File: src/hdl/rcdm_pkg.sv
// Types, constants and small arithmetic helpers of the drive mixer.
// Used by the core and by its checker; depends on nothing.
package rcdm_pkg;

  // Input commands.
  typedef enum logic [1:0] {
    CMD_BYTE = 2'd0,
    CMD_END  = 2'd1,
    CMD_TICK = 2'd2,
    CMD_NONE = 2'd3
  } cmd_t;

  // Configuration register indexes.
  localparam logic CFG_MAX_RPM = 1'b0;
  localparam logic CFG_TIMEOUT = 1'b1;

  // Clamp actions.
  localparam logic [1:0] ACT_NONE = 2'd0;
  localparam logic [1:0] ACT_PICK = 2'd1;
  localparam logic [1:0] ACT_DROP = 2'd2;

  // Switch codes.
  localparam logic [1:0] SW_OFF    = 2'd0;
  localparam logic [1:0] S1_FWD    = 2'd1;
  localparam logic [1:0] S1_REV    = 2'd2;
  localparam logic [1:0] S1_ARM    = 2'd3;
  localparam logic [1:0] S2_LEFT   = 2'd1;
  localparam logic [1:0] S2_RIGHT  = 2'd2;
  localparam logic [1:0] S2_MANUAL = 2'd3;

  // Frame layout and stick ranges.
  localparam int POS_W   = 5;
  localparam int STORE_N = 6;
  localparam int CH_W    = 11;
  localparam int CH_MID  = 1024;
  localparam int CH_LO   = 364;
  localparam int CH_HI   = 1684;

  // Arithmetic constants.
  localparam int DEAD_SMALL = 5;
  localparam int DEAD_FLAT  = 50;
  localparam int STICK_MUL  = 5;
  localparam int STICK_DIV  = 33;
  localparam int FLAT_MUL   = 5;
  localparam int FLAT_DIV   = 100;
  localparam int CURVE_DIV  = 1000;
  localparam int LIFT_DIV   = 8000;
  localparam int LIFT_UP    = 70;
  localparam int PCT_DIV    = 100;
  localparam int GRIP_DEAD  = 70;
  localparam int CLAMP_TRIP = 99;
  localparam int GRIP_LIM   = 800;
  localparam int LIFT_LIM   = 20000;

  // Divider: dividend magnitude bits and divisor bits.
  localparam int MAG_W  = 30;
  localparam int DIVR_W = 16;

  // Curve argument 19v - 900 for positive v, 19v + 900 for negative v.
  function automatic logic signed [15:0] curve_arg(input logic signed [7:0] v);
    logic signed [15:0] v19;
    v19 = 16'(v) * 16'sd19;
    return v[7] ? v19 + 16'sd900 : v19 - 16'sd900;
  endfunction

  // Dead zone, flat band, then the sloped part already divided.
  function automatic logic signed [13:0] shape_sel(input logic signed [7:0] v,
                                                   input logic [9:0] q5,
                                                   input logic signed [30:0] q);
    logic [7:0]         a;
    logic signed [13:0] f;
    a = v[7] ? 8'(-v) : 8'(v);
    f = signed'({4'b0, q5});
    if (a < 8'(DEAD_SMALL)) begin
      return 14'sd0;
    end else if (a < 8'(DEAD_FLAT)) begin
      return v[7] ? -f : f;
    end
    return signed'(q[13:0]);
  endfunction

  function automatic logic [15:0] abs16(input logic signed [15:0] x);
    return x[15] ? 16'(-x) : 16'(x);
  endfunction

  function automatic logic signed [30:0] sat(input logic signed [30:0] x,
                                             input logic signed [30:0] lim);
    if (x > lim) begin
      return lim;
    end else if (x < -lim) begin
      return -lim;
    end
    return x;
  endfunction

endpackage

File: src/hdl/rc_frame_to_drive_mixer_core.sv
// Drive mixer core: frame collection, link watch and the bit-serial mixer.
// Depends on rcdm_pkg.
//
//   channel | direction | handshake         | payload
//   in      | input     | in_valid/in_ready | in_command, in_rx_byte
//   out     | output    | out_valid/out_ready | wheel, grip, lift, flags
//   cfg     | input     | cfg_we            | cfg_index, cfg_data
//
// Bytes, ticks and unused commands are each handled in the idle state.
// A frame end on a range error or a tracking switch goes straight to the push. In
// manual mode each arithmetic step runs through the shared multiplier and
// the one-bit-per-cycle restoring divider; a frame end takes 8 steps, 10 in
// arm mode (11 when the lift points up), plus 4 when the wheel peak is
// limited, and then mixes, commits and pushes its result.
// Reset is synchronous; in_ready is low while a frame end is worked on and
// while its result waits for room in the output register.
module rc_frame_to_drive_mixer_core import rcdm_pkg::*; #(
  parameter int FRAME_BYTES = 18
) (
  input  logic               clk,
  input  logic               rst_n,
  input  logic               in_valid,
  output logic               in_ready,
  input  logic [1:0]         in_command,
  input  logic [7:0]         in_rx_byte,
  output logic               out_valid,
  input  logic               out_ready,
  output logic signed [13:0] out_wheel0_speed,
  output logic signed [13:0] out_wheel1_speed,
  output logic signed [13:0] out_wheel2_speed,
  output logic signed [13:0] out_wheel3_speed,
  output logic signed [10:0] out_grip_speed,
  output logic signed [15:0] out_lift_speed,
  output logic               out_grip_open,
  output logic [1:0]         out_grip_action,
  output logic               out_track_on,
  output logic               out_track_left,
  output logic               out_track_begin,
  output logic               out_link_up,
  input  logic               cfg_we,
  input  logic               cfg_index,
  input  logic [15:0]        cfg_data
);

  localparam int LIMIT_POS = (FRAME_BYTES < 31) ? FRAME_BYTES : 31;
  localparam int CNT_W     = $clog2(MAG_W);

  typedef enum logic [3:0] {
    S_IDLE, S_MUL, S_LOAD, S_DIV, S_WB, S_MIX, S_FIN, S_PUSH
  } state_t;

  typedef enum logic [3:0] {
    ST_S0, ST_S1, ST_S2, ST_S3, ST_Q5, ST_CR, ST_CH, ST_CV,
    ST_LIFT, ST_LIFT70, ST_GRIP, ST_W0, ST_W1, ST_W2, ST_W3
  } step_t;

  state_t state_r;
  step_t  step_r;

  // Configuration and link state.
  logic [12:0]        max_rpm_r;
  logic [15:0]        timeout_r;
  logic [7:0]         store_r [STORE_N];
  logic [POS_W-1:0]   pos_r;
  logic [15:0]        quiet_r;
  logic               link_r;
  logic signed [13:0] held_wheel_r [4];
  logic signed [10:0] held_grip_r;
  logic signed [15:0] held_lift_r;
  logic               grip_open_r;
  logic [1:0]         track_r;
  logic [1:0]         action_r;
  logic               begin_r;

  // Mixer working registers.
  logic [CH_W-1:0]    ch_r [4];
  logic [1:0]         s1_r;
  logic signed [7:0]  v_r [4];
  logic [9:0]         q5_r;
  logic signed [13:0] cv_r [3];
  logic signed [15:0] w_r [4];
  logic [15:0]        peak_r;

  // Multiplier and serial divider.
  logic signed [30:0]  prod_r;
  logic [DIVR_W-1:0]   div_c_r;
  logic [MAG_W-1:0]    num_r;
  logic [DIVR_W-1:0]   rem_r;
  logic                neg_r;
  logic [CNT_W-1:0]    cnt_r;

  // Output register.
  logic               out_valid_r;
  logic signed [13:0] out_wheel_r [4];
  logic signed [10:0] out_grip_r;
  logic signed [15:0] out_lift_r;
  logic               out_open_r;
  logic [1:0]         out_action_r;
  logic [1:0]         out_track_r;
  logic               out_begin_r;
  logic               out_link_r;

  // Frame decode with neutral substitution on a lost link.
  logic [47:0]     bits_c;
  logic [CH_W-1:0] ch_c [4];
  logic [1:0]      s1_c;
  logic [1:0]      s2_c;
  logic            link_c;
  logic            valid_c;

  always_comb begin
    bits_c = {store_r[5], store_r[4], store_r[3], store_r[2], store_r[1], store_r[0]};
    link_c = quiet_r < timeout_r;
    valid_c = 1'b1;
    for (int i = 0; i < 4; i++) begin
      ch_c[i] = link_c ? bits_c[CH_W*i +: CH_W] : CH_W'(CH_MID);
      if (ch_c[i] < CH_W'(CH_LO) || ch_c[i] > CH_W'(CH_HI)) begin
        valid_c = 1'b0;
      end
    end
    s1_c = link_c ? bits_c[45:44] : S1_ARM;
    s2_c = link_c ? bits_c[47:46] : S2_MANUAL;
    if (s1_c == SW_OFF || s2_c == SW_OFF) begin
      valid_c = 1'b0;
    end
  end

  // Operand selection for the current arithmetic step.
  logic signed [15:0] op_a;
  logic signed [14:0] op_b;
  logic [DIVR_W-1:0]  op_c;
  logic signed [14:0] m_s;

  assign m_s = signed'({2'b0, max_rpm_r});

  always_comb begin
    op_a = '0;
    op_b = m_s;
    op_c = DIVR_W'(CURVE_DIV);
    unique case (step_r)
      ST_S0, ST_S1, ST_S2, ST_S3: begin
        op_a = signed'(16'(ch_r[step_r[1:0]])) - 16'(CH_MID);
        op_b = 15'(STICK_MUL);
        op_c = DIVR_W'(STICK_DIV);
      end
      ST_Q5: begin
        op_a = signed'({3'b0, max_rpm_r});
        op_b = 15'(FLAT_MUL);
        op_c = DIVR_W'(FLAT_DIV);
      end
      ST_CR: op_a = curve_arg(v_r[0]);
      ST_CH: op_a = curve_arg(v_r[2]);
      ST_CV: op_a = curve_arg(v_r[3]);
      ST_LIFT: begin
        op_a = -16'(v_r[3]);
        op_c = DIVR_W'(LIFT_DIV);
      end
      ST_LIFT70: begin
        op_a = held_lift_r;
        op_b = 15'(LIFT_UP);
        op_c = DIVR_W'(PCT_DIV);
      end
      ST_GRIP: op_a = 16'(v_r[1]);
      ST_W0, ST_W1, ST_W2, ST_W3: begin
        op_a = w_r[step_r[1:0] - 2'd3];
        op_c = peak_r;
      end
      default: op_a = '0;
    endcase
  end

  // Product, divider step and signed quotient.
  logic signed [30:0] prod_c;
  logic [DIVR_W:0]    rem_sh;
  logic               q_bit;
  logic signed [30:0] qmag;
  logic signed [30:0] q_c;
  logic signed [15:0] lift200_c;

  assign prod_c    = op_a * op_b;
  assign rem_sh    = {rem_r, num_r[MAG_W-1]};
  assign q_bit     = rem_sh >= {1'b0, div_c_r};
  assign qmag      = signed'({1'b0, num_r});
  assign q_c       = neg_r ? -qmag : qmag;
  assign lift200_c = signed'(q_c[15:0]) * 16'sd200;

  // Four-wheel mix and its peak magnitude.
  logic signed [15:0] w_c [4];
  logic signed [15:0] hh, vv, rr;
  logic [15:0]        peak_c;

  always_comb begin
    hh = 16'(cv_r[1]);
    vv = 16'(cv_r[2]);
    rr = 16'(cv_r[0]);
    for (int i = 0; i < 4; i++) begin
      w_c[i] = '0;
    end
    if (s1_r == S1_FWD) begin
      w_c[0] = hh + vv + rr;
      w_c[1] = hh - vv + rr;
      w_c[2] = -hh + vv + rr;
      w_c[3] = -hh - vv + rr;
    end else if (s1_r == S1_REV) begin
      w_c[0] = -hh - vv + rr;
      w_c[1] = -hh + vv + rr;
      w_c[2] = hh - vv + rr;
      w_c[3] = hh + vv + rr;
    end
    peak_c = '0;
    for (int i = 0; i < 4; i++) begin
      if (abs16(w_c[i]) > peak_c) begin
        peak_c = abs16(w_c[i]);
      end
    end
  end

  // Sequencer, state and registered outputs.
  always_ff @(posedge clk) begin
    if (!rst_n) begin
      state_r     <= S_IDLE;
      step_r      <= ST_S0;
      max_rpm_r   <= 13'd3600;
      timeout_r   <= 16'd1000;
      pos_r       <= '0;
      quiet_r     <= '0;
      link_r      <= 1'b0;
      held_grip_r <= '0;
      held_lift_r <= '0;
      grip_open_r <= 1'b0;
      track_r     <= '0;
      action_r    <= ACT_NONE;
      begin_r     <= 1'b0;
      out_valid_r <= 1'b0;
      for (int i = 0; i < 4; i++) begin
        held_wheel_r[i] <= '0;
      end
    end else begin
      // Configuration writes.
      if (cfg_we) begin
        if (cfg_index == CFG_MAX_RPM) begin
          max_rpm_r <= cfg_data[12:0];
        end else begin
          timeout_r <= cfg_data;
        end
      end

      // The result leaves on a transfer unless a new one replaces it.
      if (out_valid_r && out_ready && state_r != S_PUSH) begin
        out_valid_r <= 1'b0;
      end

      unique case (state_r)
        S_IDLE: begin
          if (in_valid) begin
            unique case (cmd_t'(in_command))
              CMD_BYTE: begin
                if (pos_r < POS_W'(LIMIT_POS)) begin
                  if (pos_r < POS_W'(STORE_N)) begin
                    store_r[pos_r[2:0]] <= in_rx_byte;
                  end
                  pos_r <= pos_r + 1'b1;
                end
              end
              CMD_TICK: begin
                if (quiet_r != 16'hFFFF) begin
                  quiet_r <= quiet_r + 1'b1;
                end
              end
              CMD_END: begin
                pos_r    <= '0;
                link_r   <= link_c;
                action_r <= ACT_NONE;
                begin_r  <= 1'b0;
                if (!valid_c) begin
                  for (int i = 0; i < 4; i++) begin
                    held_wheel_r[i] <= '0;
                  end
                  state_r <= S_PUSH;
                end else begin
                  quiet_r <= '0;
                  if (s2_c == S2_MANUAL) begin
                    track_r[0]  <= 1'b0;
                    ch_r        <= ch_c;
                    s1_r        <= s1_c;
                    held_grip_r <= '0;
                    held_lift_r <= '0;
                    step_r      <= ST_S0;
                    state_r     <= S_MUL;
                  end else begin
                    begin_r <= !track_r[0];
                    track_r <= (s2_c == S2_LEFT) ? 2'b11 : 2'b01;
                    state_r <= S_PUSH;
                  end
                end
              end
              CMD_NONE: ;
              default: ;
            endcase
          end
        end

        S_MUL: begin
          prod_r  <= prod_c;
          div_c_r <= op_c;
          state_r <= S_LOAD;
        end

        S_LOAD: begin
          neg_r   <= prod_r[30];
          num_r   <= prod_r[30] ? MAG_W'(-prod_r) : prod_r[MAG_W-1:0];
          rem_r   <= '0;
          cnt_r   <= '0;
          state_r <= S_DIV;
        end

        // One quotient bit per cycle.
        S_DIV: begin
          rem_r <= q_bit ? DIVR_W'(rem_sh - {1'b0, div_c_r}) : rem_sh[DIVR_W-1:0];
          num_r <= {num_r[MAG_W-2:0], q_bit};
          cnt_r <= cnt_r + 1'b1;
          if (cnt_r == CNT_W'(MAG_W - 1)) begin
            state_r <= S_WB;
          end
        end

        S_WB: begin
          unique case (step_r)
            ST_S0, ST_S1, ST_S2: begin
              v_r[step_r[1:0]] <= signed'(q_c[7:0]);
              step_r  <= step_t'(step_r + 1'b1);
              state_r <= S_MUL;
            end
            ST_S3: begin
              v_r[3]  <= signed'(q_c[7:0]);
              step_r  <= ST_Q5;
              state_r <= S_MUL;
            end
            ST_Q5: begin
              q5_r    <= q_c[9:0];
              step_r  <= ST_CR;
              state_r <= S_MUL;
            end
            ST_CR: begin
              cv_r[0] <= shape_sel(v_r[0], q5_r, q_c);
              step_r  <= ST_CH;
              state_r <= S_MUL;
            end
            ST_CH: begin
              cv_r[1] <= shape_sel(v_r[2], q5_r, q_c);
              step_r  <= ST_CV;
              state_r <= S_MUL;
            end
            ST_CV: begin
              cv_r[2] <= shape_sel(v_r[3], q5_r, q_c);
              if (s1_r == S1_ARM) begin
                step_r  <= ST_LIFT;
                state_r <= S_MUL;
              end else begin
                state_r <= S_MIX;
              end
            end
            ST_LIFT: begin
              // Upward lift is scaled once more; downward only saturates.
              if (lift200_c > 16'sd0) begin
                held_lift_r <= lift200_c;
                step_r      <= ST_LIFT70;
              end else begin
                held_lift_r <= 16'(sat(31'(lift200_c), 31'(LIFT_LIM)));
                step_r      <= ST_GRIP;
              end
              state_r <= S_MUL;
            end
            ST_LIFT70: begin
              held_lift_r <= 16'(sat(q_c, 31'(LIFT_LIM)));
              step_r      <= ST_GRIP;
              state_r     <= S_MUL;
            end
            ST_GRIP: begin
              if (v_r[1] > 8'(GRIP_DEAD) || v_r[1] < -8'(GRIP_DEAD)) begin
                held_grip_r <= 11'(sat(q_c, 31'(GRIP_LIM)));
              end
              state_r <= S_MIX;
            end
            ST_W0, ST_W1, ST_W2: begin
              w_r[step_r[1:0] - 2'd3] <= q_c[15:0];
              step_r  <= step_t'(step_r + 1'b1);
              state_r <= S_MUL;
            end
            ST_W3: begin
              w_r[3]  <= q_c[15:0];
              state_r <= S_FIN;
            end
            default: state_r <= S_FIN;
          endcase
        end

        // Mix the wheels and decide on the peak limit.
        S_MIX: begin
          w_r    <= w_c;
          peak_r <= peak_c;
          if (peak_c > {3'b0, max_rpm_r}) begin
            step_r  <= ST_W0;
            state_r <= S_MUL;
          end else begin
            state_r <= S_FIN;
          end
        end

        // Commit wheels and the clamp toggle.
        S_FIN: begin
          for (int i = 0; i < 4; i++) begin
            held_wheel_r[i] <= w_r[i][13:0];
          end
          if (s1_r == S1_ARM) begin
            if (v_r[0] > 8'(CLAMP_TRIP) && !grip_open_r) begin
              grip_open_r <= 1'b1;
              action_r    <= ACT_PICK;
            end else if (v_r[0] < -8'(CLAMP_TRIP) && grip_open_r) begin
              grip_open_r <= 1'b0;
              action_r    <= ACT_DROP;
            end
          end
          state_r <= S_PUSH;
        end

        // Load the output register once it is free.
        S_PUSH: begin
          if (!out_valid_r || out_ready) begin
            out_valid_r  <= 1'b1;
            out_wheel_r  <= held_wheel_r;
            out_grip_r   <= held_grip_r;
            out_lift_r   <= held_lift_r;
            out_open_r   <= grip_open_r;
            out_action_r <= action_r;
            out_track_r  <= track_r;
            out_begin_r  <= begin_r;
            out_link_r   <= link_r;
            state_r      <= S_IDLE;
          end
        end

        default: state_r <= S_IDLE;
      endcase
    end
  end

  assign in_ready         = (state_r == S_IDLE);
  assign out_valid        = out_valid_r;
  assign out_wheel0_speed = out_wheel_r[0];
  assign out_wheel1_speed = out_wheel_r[1];
  assign out_wheel2_speed = out_wheel_r[2];
  assign out_wheel3_speed = out_wheel_r[3];
  assign out_grip_speed   = out_grip_r;
  assign out_lift_speed   = out_lift_r;
  assign out_grip_open    = out_open_r;
  assign out_grip_action  = out_action_r;
  assign out_track_on     = out_track_r[0];
  assign out_track_left   = out_track_r[1];
  assign out_track_begin  = out_begin_r;
  assign out_link_up      = out_link_r;

endmodule

File: config.mk
export PLATFORM = sky130hd
export DESIGN_NAME = rc_frame_to_drive_mixer_core
export DESIGN_NICKNAME = d
export VERILOG_FILES = /design/src/hdl/rcdm_pkg.sv /design/src/hdl/rc_frame_to_drive_mixer_core.sv
export SDC_FILE = /design/constraint.sdc
export NUM_CORES = 2
export LEC_CHECK = 0
export BUFFER_PORTS_ARGS = -buffer_cell sky130_fd_sc_hd__buf_2
export CAP_MARGIN = 30
export CORE_UTILIZATION = 30
export DETAILED_ROUTE_END_ITERATION = 10
export HOLD_SLACK_MARGIN = 0.06
export PLACE_DENSITY = 0.56
export SYNTH_ARGS = -nofsm -noshare
export SYNTH_HDL_FRONTEND = slang
export SYNTH_SLANG_ARGS = --single-unit
File: constraint.sdc
create_clock -name clk -period 12.94 [get_ports clk]
set_input_delay 3.882 -clock clk [delete_from_list [all_inputs] [get_ports clk]]
set_output_delay 3.882 -clock clk [all_outputs]
set_load 0.05 [all_outputs]
==> impl_metrics.json <==
{
  "met1_length_mm": 70.5,
  "gp_congestion": 1.00,
  "holdBufCountCts": 0,
  "maxUsedRoutingLayer": "met5",
  "vias": 39000,
  "htree_levels": 3,
  "clk-insertion-delay-late_ps": 690,
  "hpwl_mm": 128,
  "fin_cells": 7386,
  "yosys-top-cells-area": "edfxtp_1, fa_1, ha_1",
  "synth-edff-count": 446,
  "synthTopCellsByCount": "inv_1, nand2_1, edfxtp_1",
  "postSynthAreaPerCell_um2": 9.55,
  "ys_ff_latch": 594,
  "clock-skew-final_ps": 60.4,
  "synth_cell_types": 97,
  "design_area_um2": 55200,
  "ant_nets": 0,
  "std_cell_rows": 146,
  "status": "finished, final reports clean",
  "grt_usage_pct": 19.4,
  "async_flop_share_pct": 0,
  "tns_ps": 0,
  "wl_met3_mm": 13.5,
  "post-route-min-period_ps": 12450,
  "clockBufferDepth": 3,
  "p_per_area_nw_per_um2": 170,
  "met2_length_mm": 69.6,
  "start_kind": "flop",
  "design.core.area_um2": 159000,
  "cts_tree": "yes",
  "antenna_found_initial": 13,
  "max_freq_ghz": 0.0803,
  "cts-root-buf": "clkbuf_16",
  "post_drt_wl_per_cell_um": 21.6,
  "syn_nets": 5767,
  "grt.overflow.total": 0,
  "synth-seq-area-share_pct": 34.0,
  "cts.sinks": 594,
  "timing.slew.headroom_pct": 23.2,
  "ioPinCount": 124,
  "nets": 5982,
  "numPortBuffers": 123,
  "synthFlopType": "edfxtp_1",
  "wirelength_mm": 160,
  "synth_top_area_cell": "edfxtp_1",
  "endpoint_kind": "flop",
  "via_per_inst": 5.27,
  "dp.cells": 7235,
  "maxSlewViolCount": 0,
  "hold_viol": 0,
  "area_delta_synth_final_pct": 14.6,
  "setup.worst_path.class": "reg2reg",
  "cts.clk_slew.worst_paths_ps": 70,
  "cp_common_cell": "o21a_1",
  "crit_fanout": 8,
  "die_h_um": 403,
  "drive_gt1_share_pct": 11.7,
  "syn_inst": 5043,
  "tightest_slew_ps": 1150,
  "grt_pass1_wl_mm": 238,
  "critical_path_required_ps": 13500,
  "slowest_delay_ps": 590,
  "slowest_stage": "or4b_4",
  "grt_max_degree": 82,
  "p_leak_nw": 22.6,
  "synth.cell_area_um2": 48100,
  "min_from": "held_wheel_r[3]$_SDFFE_PN0P_",
  "initial_core_util_pct": 30.3,
  "dpl-instance-area_um2": 52200,
  "drtIter0Drc": 3600,
  "drc": 0,
  "crit_path_start": "cv_r[0][19]$_DFFE_PP_",
  "dieWidth_um": 403,
  "worstHoldPathType": "reg2reg",
  "yosysMostFrequentCell": "inv_1",
  "dieArea_um2": 162000,
  "grt_pass1_vias": 37900,
  "maxCapViolCount": 0,
  "drtPass1Iterations": 7,
  "yosys_warnings": 0,
  "min_period_over_period_pct": 96.2,
  "power.ir.vdd_worst_mv": 0.141,
  "setup_viol": 0,
  "arrival_ps": 13010,
  "r2r_start": "cv_r[0][19]$_DFFE_PP_",
  "cts_made_buffers": 67,
  "synth_top_area_share_pct": 27.8
}
-- cell families after synthesis --
group           after synthesis  share of synthesized area [%]
xor+xnor                    308                           5.66
flops                       594                           34.0
compound gates             1116                           15.2
fa+ha+maj                   692                           22.5
mux                          58                           1.92
buf+inv                     803                           6.27
simple gates               1472                           14.4
-- per-stage QoR --
step	power, mW	setup WS, ps	hold WS (ps)	utilization, %
3_3_place_gp	7.29	220	414	32.8
4_1_cts	9.42	14.0	425	34.4
5_1_grt	10.1	-76.4	430	34.7
3_5_place_dp	7.35	-6.83	415	32.9
2_1_floorplan	5.99	234	408	-
6_report	9.38	494	432	34.7
-- metal layers --
metal	vias up	GRT usage, %
met5	-	0
met4	8	7.19
met3	306	3.57
met2	1508	30.1
met1	19100	26.8
li1	18100	-
-- cells in the final DEF (no fill, tap or decap), types with 19 or more instances in the layout --
| cell | count |
|---|---|
| inv_1 | 597 |
| nand2_1 | 461 |
| edfxtp_1 | 446 |
| nor2_1 | 409 |
| ha_1 | 396 |
| fa_1 | 286 |
| a21oi_1 | 240 |
| buf_4 | 210 |
| o21ai_0 | 204 |
| xnor2_1 | 178 |
| dfxtp_1 | 147 |
| buf_2 | 128 |
| nand3_1 | 121 |
| xor2_1 | 119 |
| a22oi_1 | 91 |
| o22ai_1 | 80 |
| a21o_1 | 75 |
| and2_1 | 70 |
| clkbuf_16 | 67 |
| nor3_1 | 60 |
| nand2b_1 | 55 |
| nor2b_1 | 45 |
| nand4_1 | 44 |
| o21a_1 | 40 |
| o21bai_1 | 36 |
| a31oi_1 | 36 |
| or3_1 | 35 |
| a211oi_1 | 31 |
| and3_1 | 31 |
| o31ai_1 | 29 |
| mux4_2 | 27 |
| mux2i_1 | 26 |
| o211ai_1 | 24 |
| o21ai_1 | 23 |
| or2_2 | 20 |
| nor4_1 | 19 |
-- path summary, 6_finish.rpt --
path	to	slack (ps)	cells after the start
worst min register to register	out_wheel3_speed[3]$_DFFE_PP_	430	0
worst min-delay path	out_wheel3_speed[3]$_DFFE_PP_	430	0
worst max register to register	step_r[2]$_SDFFE_PN0P_	490	61
worst max-delay path	step_r[2]$_SDFFE_PN0P_	490	61
-- where the power goes --
part / leakage (nW) / internal [mW] / switching (mW)
clock network: 1.12 / 1.17 / 0.852
logic: 16.2 / 1.87 / 2.97
registers: 5.28 / 2.39 / 0.128
total: 22.6 / 5.43 / 3.95
-- what timing repair did --
item / 4_1_cts / 5_1_grt
endpoints found under the hold margin: 0 / 0
gates cloned: 0 / 1
pin swaps: 0 / 22
setup endpoints to repair: 3 / 7
resized for setup: 4 / 84
buffers inserted: 0 / 24
-- critical path: cells and delay by family, from the launching register on --
| family | cells | cell delay [ps] |
|---|---|---|
| adders and majority gates | 6 | 1980 |
| AOI/OAI and AO/OA | 32 | 5600 |
| buffers and inverters | 4 | 430 |
| xor gates and xnor gates | 1 | 180 |
| DFF | 1 | 480 |
| muxes | 1 | 280 |
| and+or+nand+nor | 17 | 3360 |
-- area by class of cell --
class | count | area (um^2)
diodes | 3 | 7.51
clock buffers | 83 | 1760
clock inverters | 39 | 598
fillers | 16200 | 104000
inverters | 606 | 2280
multi-input cells | 3646 | 29300
flip-flops and latches | 594 | 16400
well taps | 2072 | 2590
repair buffers | 343 | 2280
-- flip-flops by register name, indices dropped and copies added (netlist names), 14 cells and up --
signal            flops
ch_r                 44
cv_r                 42
div_c_r              16
held_lift_r          16
held_wheel_r         56
num_r                30
out_lift_speed       16
out_wheel0_speed     14
out_wheel1_speed     14
out_wheel2_speed     14
out_wheel3_speed     14
peak_r               16
prod_r               30
quiet_r              16
rem_r                16
store_r              48
timeout_r            16
v_r                  32
w_r                  64
Power figures use the tool's default switching activity.
